==> src/sv/cse_pkg.sv <==
// ----------------------------------------------------------------------------
// cse_pkg: shared types and constants for the cosine similarity engine
// Widths of the running sums, the shared arithmetic unit and the result,
// the sequencer state encoding and the request/response bundles of the ALU.
// ----------------------------------------------------------------------------
package cse_pkg;

  localparam int ELEM_W    = 16;  // element port width
  localparam int PROD_W    = 32;  // element product width
  localparam int SUM_W     = 48;  // running sum width
  localparam int ADD_W     = 51;  // shared adder width
  localparam int REM_W     = 49;  // root / division remainder width
  localparam int WIDE_W    = 96;  // product of the two magnitudes
  localparam int DIVD_W    = 64;  // dividend and quotient width
  localparam int FRAC_BITS = 16;  // Q1.16 fraction bits
  localparam int COS_W     = 17;  // result width
  localparam int CNT_W     = 6;   // iteration counter width

  localparam logic [SUM_W-1:0] SUM_MAX       = {SUM_W{1'b1}};
  localparam logic [COS_W-1:0] ONE_Q16       = 17'h10000;
  localparam logic [CNT_W-1:0] MUL_STEPS_M1  = 6'd47;
  localparam logic [CNT_W-1:0] ROOT_STEPS_M1 = 6'd47;
  localparam logic [CNT_W-1:0] DIV_STEPS_M1  = 6'd63;

  // Product selection in the accumulate phase
  localparam logic [1:0] IDX_AA = 2'd0;
  localparam logic [1:0] IDX_BB = 2'd1;
  localparam logic [1:0] IDX_AB = 2'd2;
  localparam logic [1:0] IDX_LAST = 2'd3;

  typedef enum logic [6:0] {
    S_IDLE = 7'b0000001,
    S_ACC  = 7'b0000010,
    S_CHK  = 7'b0000100,
    S_MUL  = 7'b0001000,
    S_SQRT = 7'b0010000,
    S_DIV  = 7'b0100000,
    S_FIN  = 7'b1000000
  } state_t;

  typedef struct packed {
    logic              sub;
    logic [ADD_W-1:0]  op_a;
    logic [ADD_W-1:0]  op_b;
    logic [ELEM_W-1:0] mul_a;
    logic [ELEM_W-1:0] mul_b;
  } alu_req_t;

  typedef struct packed {
    logic [ADD_W-1:0]  sum;
    logic              carry;
    logic [PROD_W-1:0] prod;
  } alu_rsp_t;

endpackage

==> src/sv/cse_alu.sv <==
// ----------------------------------------------------------------------------
// cse_alu: shared arithmetic unit
// One 16x16 multiplier and one 51-bit adder/subtractor with carry out.
// On subtract the carry out is high when op_a >= op_b (no borrow).
// ----------------------------------------------------------------------------
module cse_alu (
  input  cse_pkg::alu_req_t req,
  output cse_pkg::alu_rsp_t rsp
);
  import cse_pkg::*;

  logic [ADD_W:0]   total;
  logic [ADD_W-1:0] op_b_eff;

  // two's complement subtract: a + ~b + 1
  assign op_b_eff = req.sub ? ~req.op_b : req.op_b;
  assign total    = {1'b0, req.op_a} + {1'b0, op_b_eff} + {{ADD_W{1'b0}}, req.sub};

  assign rsp.sum   = total[ADD_W-1:0];
  assign rsp.carry = total[ADD_W];
  assign rsp.prod  = req.mul_a * req.mul_b;

endmodule

==> src/sv/cosine_similarity_engine.sv <==
// ----------------------------------------------------------------------------
// cosine_similarity_engine: streaming integer cosine similarity
// Accumulates dot product and squared magnitudes of two count vectors and,
// on the final pair, returns min(1.0, dot / floor(sqrt(|a|^2 * |b|^2))) in
// unsigned Q1.16, or zero with the degenerate flag when a magnitude is zero.
// ----------------------------------------------------------------------------
// Each element pair is accepted in the idle state and then passes through the
// shared 16x16 multiplier and 51-bit adder (three products, three saturating
// adds). A final pair then runs a check, a shift-add multiply, a square root
// and a restoring divide, all on the same adder, and loads the result register
// once the output slot is free; when a magnitude is zero the check goes straight
// to loading the result. The result sits in an output register, so a new pair
// is taken while the last result waits.
module cosine_similarity_engine #(
  parameter int ELEM_BITS = 16
) (
  input  logic                        clk,
  input  logic                        rst,
  input  logic                        in_valid,
  output logic                        in_ready,
  input  logic [cse_pkg::ELEM_W-1:0]  elem_a,
  input  logic [cse_pkg::ELEM_W-1:0]  elem_b,
  input  logic                        last_pair,
  output logic                        out_valid,
  input  logic                        out_ready,
  output logic [cse_pkg::COS_W-1:0]   cosine_q16,
  output logic                        degenerate
);
  import cse_pkg::*;

  localparam int EFF_BITS = (ELEM_BITS < ELEM_W) ? ELEM_BITS : ELEM_W;
  localparam logic [ELEM_W-1:0] ELEM_MASK = {ELEM_W{1'b1}} >> (ELEM_W - EFF_BITS);

  state_t            state, state_next;
  logic [1:0]        idx;
  logic [CNT_W-1:0]  step;
  logic [ELEM_W-1:0] a_reg, b_reg;
  logic              last_reg;
  logic              degen_reg;
  logic [PROD_W-1:0] prod;
  logic [SUM_W-1:0]  dot_sum, mag_a_sum, mag_b_sum;
  logic [WIDE_W-1:0] acc;
  logic [REM_W-1:0]  rem;
  logic [SUM_W-1:0]  root;

  alu_req_t          req;
  alu_rsp_t          rsp;
  logic              slot_free;
  logic [SUM_W-1:0]  sat_sum;
  logic [DIVD_W-1:0] quot;
  logic              over_one;
  logic [COS_W-1:0]  cos_clamped;

  cse_alu u_alu (
    .req (req),
    .rsp (rsp)
  );

  assign in_ready  = (state == S_IDLE);
  assign slot_free = !out_valid || out_ready;

  // saturating result of an accumulate add
  assign sat_sum = rsp.sum[SUM_W] ? SUM_MAX : rsp.sum[SUM_W-1:0];

  // clamp quotient to 1.0
  assign quot        = acc[DIVD_W-1:0];
  assign over_one    = (|quot[DIVD_W-1:COS_W]) || (quot[FRAC_BITS] && (|quot[FRAC_BITS-1:0]));
  assign cos_clamped = over_one ? ONE_Q16 : quot[COS_W-1:0];

  // operand steering for the shared unit
  always_comb begin
    req = '0;
    case (idx)
      IDX_AA: begin
        req.mul_a = a_reg;
        req.mul_b = a_reg;
      end
      IDX_BB: begin
        req.mul_a = b_reg;
        req.mul_b = b_reg;
      end
      default: begin
        req.mul_a = a_reg;
        req.mul_b = b_reg;
      end
    endcase
    case (state)
      S_ACC: begin
        req.sub  = 1'b0;
        req.op_b = {{(ADD_W-PROD_W){1'b0}}, prod};
        case (idx)
          IDX_BB:  req.op_a = {{(ADD_W-SUM_W){1'b0}}, mag_a_sum};
          IDX_AB:  req.op_a = {{(ADD_W-SUM_W){1'b0}}, mag_b_sum};
          default: req.op_a = {{(ADD_W-SUM_W){1'b0}}, dot_sum};
        endcase
      end
      S_MUL: begin
        req.sub  = 1'b0;
        req.op_a = {{(ADD_W-SUM_W){1'b0}}, acc[WIDE_W-1:SUM_W]};
        req.op_b = acc[0] ? {{(ADD_W-SUM_W){1'b0}}, mag_a_sum} : '0;
      end
      S_SQRT: begin
        req.sub  = 1'b1;
        req.op_a = {rem, acc[WIDE_W-1:WIDE_W-2]};
        req.op_b = {1'b0, root, 2'b01};
      end
      S_DIV: begin
        req.sub  = 1'b1;
        req.op_a = {{(ADD_W-REM_W){1'b0}}, rem[REM_W-2:0], acc[DIVD_W-1]};
        req.op_b = {{(ADD_W-SUM_W){1'b0}}, root};
      end
      default: begin
        req.sub  = 1'b0;
        req.op_a = '0;
        req.op_b = '0;
      end
    endcase
  end

  // sequencer
  always_comb begin
    state_next = state;
    case (state)
      S_IDLE: if (in_valid) state_next = S_ACC;
      S_ACC: begin
        if (idx == IDX_LAST) state_next = last_reg ? S_CHK : S_IDLE;
      end
      S_CHK: begin
        if (mag_a_sum == '0 || mag_b_sum == '0) state_next = S_FIN;
        else state_next = S_MUL;
      end
      S_MUL:  if (step == '0) state_next = S_SQRT;
      S_SQRT: if (step == '0) state_next = S_DIV;
      S_DIV:  if (step == '0) state_next = S_FIN;
      S_FIN:  if (slot_free) state_next = S_IDLE;
      default: state_next = S_IDLE;
    endcase
  end

  // control registers
  always_ff @(posedge clk) begin
    if (rst) begin
      state     <= S_IDLE;
      out_valid <= 1'b0;
    end else begin
      state <= state_next;
      if (state == S_FIN && slot_free) out_valid <= 1'b1;
      else if (out_ready)              out_valid <= 1'b0;
    end
  end

  // running sums: cleared by reset and after each result
  always_ff @(posedge clk) begin
    if (rst) begin
      dot_sum   <= '0;
      mag_a_sum <= '0;
      mag_b_sum <= '0;
    end else if (state == S_FIN && slot_free) begin
      dot_sum   <= '0;
      mag_a_sum <= '0;
      mag_b_sum <= '0;
    end else if (state == S_ACC) begin
      case (idx)
        IDX_BB:   mag_a_sum <= sat_sum;
        IDX_AB:   mag_b_sum <= sat_sum;
        IDX_LAST: dot_sum   <= sat_sum;
        default: ;
      endcase
    end
  end

  // datapath
  always_ff @(posedge clk) begin
    case (state)
      S_IDLE: begin
        a_reg    <= elem_a & ELEM_MASK;
        b_reg    <= elem_b & ELEM_MASK;
        last_reg <= last_pair;
        idx      <= IDX_AA;
      end
      S_ACC: begin
        prod <= rsp.prod;
        idx  <= idx + 2'd1;
      end
      S_CHK: begin
        degen_reg <= (mag_a_sum == '0) || (mag_b_sum == '0);
        acc       <= {{(WIDE_W-SUM_W){1'b0}}, mag_b_sum};
        step      <= MUL_STEPS_M1;
      end
      // shift-add multiply: magnitude product into acc
      S_MUL: begin
        acc <= {rsp.sum[SUM_W:0], acc[SUM_W-1:1]};
        if (step == '0) begin
          rem  <= '0;
          root <= '0;
          step <= ROOT_STEPS_M1;
        end else begin
          step <= step - 1'b1;
        end
      end
      // digit-by-digit square root, two radicand bits a step
      S_SQRT: begin
        root <= {root[SUM_W-2:0], rsp.carry};
        if (step == '0) begin
          acc  <= {{(WIDE_W-SUM_W-FRAC_BITS){1'b0}}, dot_sum, {FRAC_BITS{1'b0}}};
          rem  <= '0;
          step <= DIV_STEPS_M1;
        end else begin
          acc  <= {acc[WIDE_W-3:0], 2'b00};
          step <= step - 1'b1;
          if (rsp.carry) rem <= rsp.sum[REM_W-1:0];
          else           rem <= {rem[REM_W-3:0], acc[WIDE_W-1:WIDE_W-2]};
        end
      end
      // restoring divide, quotient bits shift in at the bottom
      S_DIV: begin
        if (rsp.carry) rem <= rsp.sum[REM_W-1:0];
        else           rem <= {rem[REM_W-2:0], acc[DIVD_W-1]};
        acc[DIVD_W-1:0] <= {acc[DIVD_W-2:0], rsp.carry};
        step <= step - 1'b1;
      end
      S_FIN: begin
        if (slot_free) begin
          degenerate <= degen_reg;
          cosine_q16 <= degen_reg ? '0 : cos_clamped;
        end
      end
      default: ;
    endcase
  end

  // checks
  a_sums_cleared: assert property (@(posedge clk) disable iff (rst)
    (state == S_FIN && slot_free) |=>
      (dot_sum == '0 && mag_a_sum == '0 && mag_b_sum == '0))
    else $error("running sums not cleared after a result");

  a_degen_zero: assert property (@(posedge clk) disable iff (rst)
    (out_valid && degenerate) |-> (cosine_q16 == '0))
    else $error("degenerate result with non-zero cosine");

  a_cos_range: assert property (@(posedge clk) disable iff (rst)
    out_valid |-> (cosine_q16 <= ONE_Q16))
    else $error("cosine above 1.0");

  a_div_rem: assert property (@(posedge clk) disable iff (rst)
    (state == S_DIV) |-> (rem[REM_W-2:0] < root && !rem[REM_W-1]))
    else $error("division remainder not below divisor");

endmodule

==> config.mk <==
export PLATFORM = sky130hd
export DESIGN_NAME = cosine_similarity_engine
export DESIGN_NICKNAME = d
export VERILOG_FILES = /design/src/sv/cse_pkg.sv /design/src/sv/cse_alu.sv /design/src/sv/cosine_similarity_engine.sv
export SDC_FILE = /design/constraint.sdc
export NUM_CORES = 2
export LEC_CHECK = 0
export BUFFER_PORTS_ARGS = -buffer_cell sky130_fd_sc_hd__buf_2
export CAP_MARGIN = 20
export CORE_UTILIZATION = 44
export DETAILED_ROUTE_END_ITERATION = 7
export HOLD_SLACK_MARGIN = 0.12
export MAX_ROUTING_LAYER = met4
export SETUP_SLACK_MARGIN = 0.05
export SLEW_MARGIN = 20
export SYNTH_ARGS = -nofsm -noshare
export SYNTH_HDL_FRONTEND = slang
export SYNTH_SLANG_ARGS = --single-unit
==> constraint.sdc <==
create_clock -name clk -period 12.4 [get_ports clk]
set_input_delay 3.1 -clock clk [delete_from_list [all_inputs] [get_ports clk]]
set_output_delay 3.1 -clock clk [all_outputs]
set_load 0.01 [all_outputs]
==> run summary <==
The flop and latch count out of synthesis came out at 437. The setup skew after layout is between 0.04 and 0.05 ns. The worst-case headroom to the max-slew limit is a little under a quarter. The via count normalized by instance count is 6.49. The TritonCTS clock tree is yes. The worst path arrival time came out at 9.38 ns. Setup repair after global routing left no endpoint under its margin. The share of the Yosys chip area taken by registers is 35.6%. The largest net degree at the start of global routing is ~130.

The die is 274 um wide. The ratio of cells with drive above 1 in the final layout came out at roughly 7.4%. The final worst-path cycle share came out at 73.0%. The floorplan has 99 rows. The mean instance size in the synthesized netlist is approximately 9.3 um^2.

The routed wirelength normalized by instance count came out at 26.6 um. The synthesized netlist net count is a little under 4,000. The worst setup path is launched from a flop. The critical path is of the reg2reg type. The number of top-level pins is 57.

The number of distinct library cell variants in the gate-level netlist after synthesis is 79. After global routing the overflow that remains totals 0. In this run the worst path has a maximum fanout of 45. The synthesized design devotes to its leading area cell type 26.3% of total area. The largest registers in the layout are acc x96, rem x49. The register name with the most flops is acc. The setup slack of the worst register-to-register path is 3.35 ns. The critical path launch point is idx[0]. Once detailed placement completed, the half-perimeter wirelength came to 85.1 mm. The total area of multi-input combinational cells came out at approximately 19,000 um^2. The total setup buffers inserted after CTS came out at 0. The final max-slew violation count came to 0.

The tightest min-delay check is of the reg2reg type. The number of cells produced by synthesis came out at roughly 3,500. The H-tree was split into 2 levels. The final routed DRC violation total came out at 0.

The flip-flop count of the largest register after layout came out at 96. By area the synthesized netlist is led by edfxtp_1, fa_1, dfxtp_1. Setup violations remaining at the end of the flow were counted as 0. From bottom edge to top edge, the die measures 274 um. The run finished with clean final reports. Global routing used between 30% and 40% of the available tracks. The post-CTS clock slew at the launch and capture registers of the worst setup and hold paths came out at around 0.060 ns.

The depth of the most critical reg-to-reg path is 24. The footprint of the flip-flops and latches came out at 11,600 um^2. The combined area of all synthesized cells is 32,600 um^2. The number of synthesized flops with an enable pin came out at between 200 and 300. The number of DRC markers after the initial detailed-route iteration is 3,904. The detailed-route wire length is 118 mm. The overall via count from detail_route is 28,600. The number of buffers inserted during clock tree synthesis is 49. The clock insertion delay at the later pin of the skew report came out at between 0.6 and 0.7 ns. The number of antenna violations at the first check in global routing is 2. The type of destination of the critical path is a flop. The critical register-to-register path startpoint is idx[0].

For this design, the sink count on the clock tree is 437. The initial standard-cell utilization of the core came out at 44.6%. The post-route setup TNS is 0 ns. Subtracting the final worst setup slack from the clock period gives roughly 9.0 ns.

Among all flip-flop cells after synthesis, the most frequent one is edfxtp_1. The count of input and output buffers came out at 56. After synthesis, the share of flip-flops with an asynchronous set or reset is 0%. The weighted congestion at the end of routability-driven global placement came out at 0.968. The number of gates resized after cts is 0. The most area-hungry cell type in the Yosys netlist is edfxtp_1.

The count of hold buffers inserted by post-cts repair is 0. The fill cell total of the finished layout is 7,014. The max-capacitance violation count came out at 0.

The endpoint identified for the worst register-to-register timing path is prod[31]. The core occupancy in the finished layout came out at 48.2%. The post-layout net count is approximately 3,800. The count of nets left with antenna violations once routing finished came out at 0.

The number of global-route vias before repair is approximately 27,000. The fmax is approximately 0.11 GHz. The area of the placeable core came out at 73,100 um^2. The transition time at the pin with the least slew margin came out at ~1.1 ns. The most common cell in the synthesized netlist is nand2_1.

The most critical setup path has its endpoint at prod[31]. The first-pass detailed-route iteration total is 6. The area growth from synthesis to final layout came out at 7.98%. The warning count from the yosys run came out at 0. The global-route wire length before repair is 177 mm. After synthesis, the most frequently instantiated cells are nand2_1, nor2_1, o21ai_0. The largest buffer count on any clock path came out at 3. The data required time of the worst path is between 10 and 15 ns. The tree is rooted in a clkbuf_16. The floorplan step defined a die boundary enclosing about 75,000 um^2. The number of hold violations in the final report came to 0.
[cells by family (layout without fill, tap and decap cells)]
kind of cell / count (synthesis) / in the layout / synth area share [%]
DFF: 437 / 437 / 35.6
other: 0 / 3 / 0
buffers and inverters: 513 / 445 / 6.02
muxes: 14 / 14 / 0.434
AOI/OAI and AO/OA: 1187 / 1187 / 24.9
adders and majority gates: 354 / 354 / 18.1
xor gates and xnor gates: 74 / 74 / 1.99
and+or+nand+nor: 943 / 943 / 13.0
[how the worst min path moves through the flow]
stage               depth (start not counted)  slack, ns         from          end
floorplan                                   0       0.45    degen_reg   degenerate
global placement                            2       0.50    out_valid    out_valid
detailed placement                          2       0.49    out_valid    out_valid
CTS                                         2       0.50    out_valid    out_valid
global route                                2       0.53  dot_sum[11]  dot_sum[11]
finish                                      2       0.50    out_valid    out_valid
[stage by stage]
step	setup slack (ns)	instance area (um^2)	cells	hold slack, ns
after floorplan	4.65	32600	3522	0.452
after global placement	3.57	33600	4321	0.504
after detailed placement	3.48	33600	4321	0.494
after CTS	3.45	35200	4413	0.504
after global routing	2.84	35200	4415	0.535
final	3.35	35200	4416	0.503
[layout by cell type, fill, tap and decap left out, types with 27 or more instances in the layout]
cell type	instances
a31oi_1	74
a21o_1	62
nor2_1	307
xnor2_1	46
a221oi_1	94
inv_1	249
a211oi_1	63
a221oi_2	27
dfxtp_1	152
nor4_1	42
buf_2	56
o21ai_0	296
nand4_1	27
a22oi_1	59
clkbuf_16	49
a22o_1	64
and2_1	45
fa_1	195
ha_1	156
o31ai_1	48
nand2_1	350
a21oi_1	228
buf_4	46
a221o_1	49
and3_1	52
edfxtp_1	285
[routing by layer]
metal	vias up	global-route usage, %	wire (um)
met3	258	5.95	11900
met2	1655	46.5	50900
met4	0	10.9	4190
met1	14100	44.5	50500
li1	12600	-	-
met5	-	-	0
[worst max-delay path, cell delays in order (launching register included)]
cell and delay (ns):
edfxtp_1 0.47, inv_1 0.13, ha_2 0.71, nand2b_1 0.77, a22oi_1 0.91, nor2_1 0.16, fa_1 0.56, fa_1 0.43
fa_1 0.51, fa_1 0.44, fa_1 0.49, inv_1 0.05, fa_1 0.47, inv_1 0.04, ha_1 0.32, and3_1 0.20
and4_1 0.23, a21oi_1 0.14, o211ai_1 0.14, a2111oi_0 0.56, a211oi_1 0.18, o21a_1 0.21, o21a_1 0.18, o41ai_1 0.31
xnor2_1 0.11
[area by class of cell]
cell class / count / share of cell area [%]
clock buffers: 70 / 3.91
repair buffers: 103 / 1.83
inverters: 250 / 2.67
well taps: 959 / 3.41
flip-flops and latches: 437 / 33.0
multi-input cells: 2572 / 54.5
clock inverters: 22 / 0.672
diodes: 3 / 0.0213
Power is not shown: default switching activity piles up to over one toggle a cycle in this logic, so the estimate is an artifact.
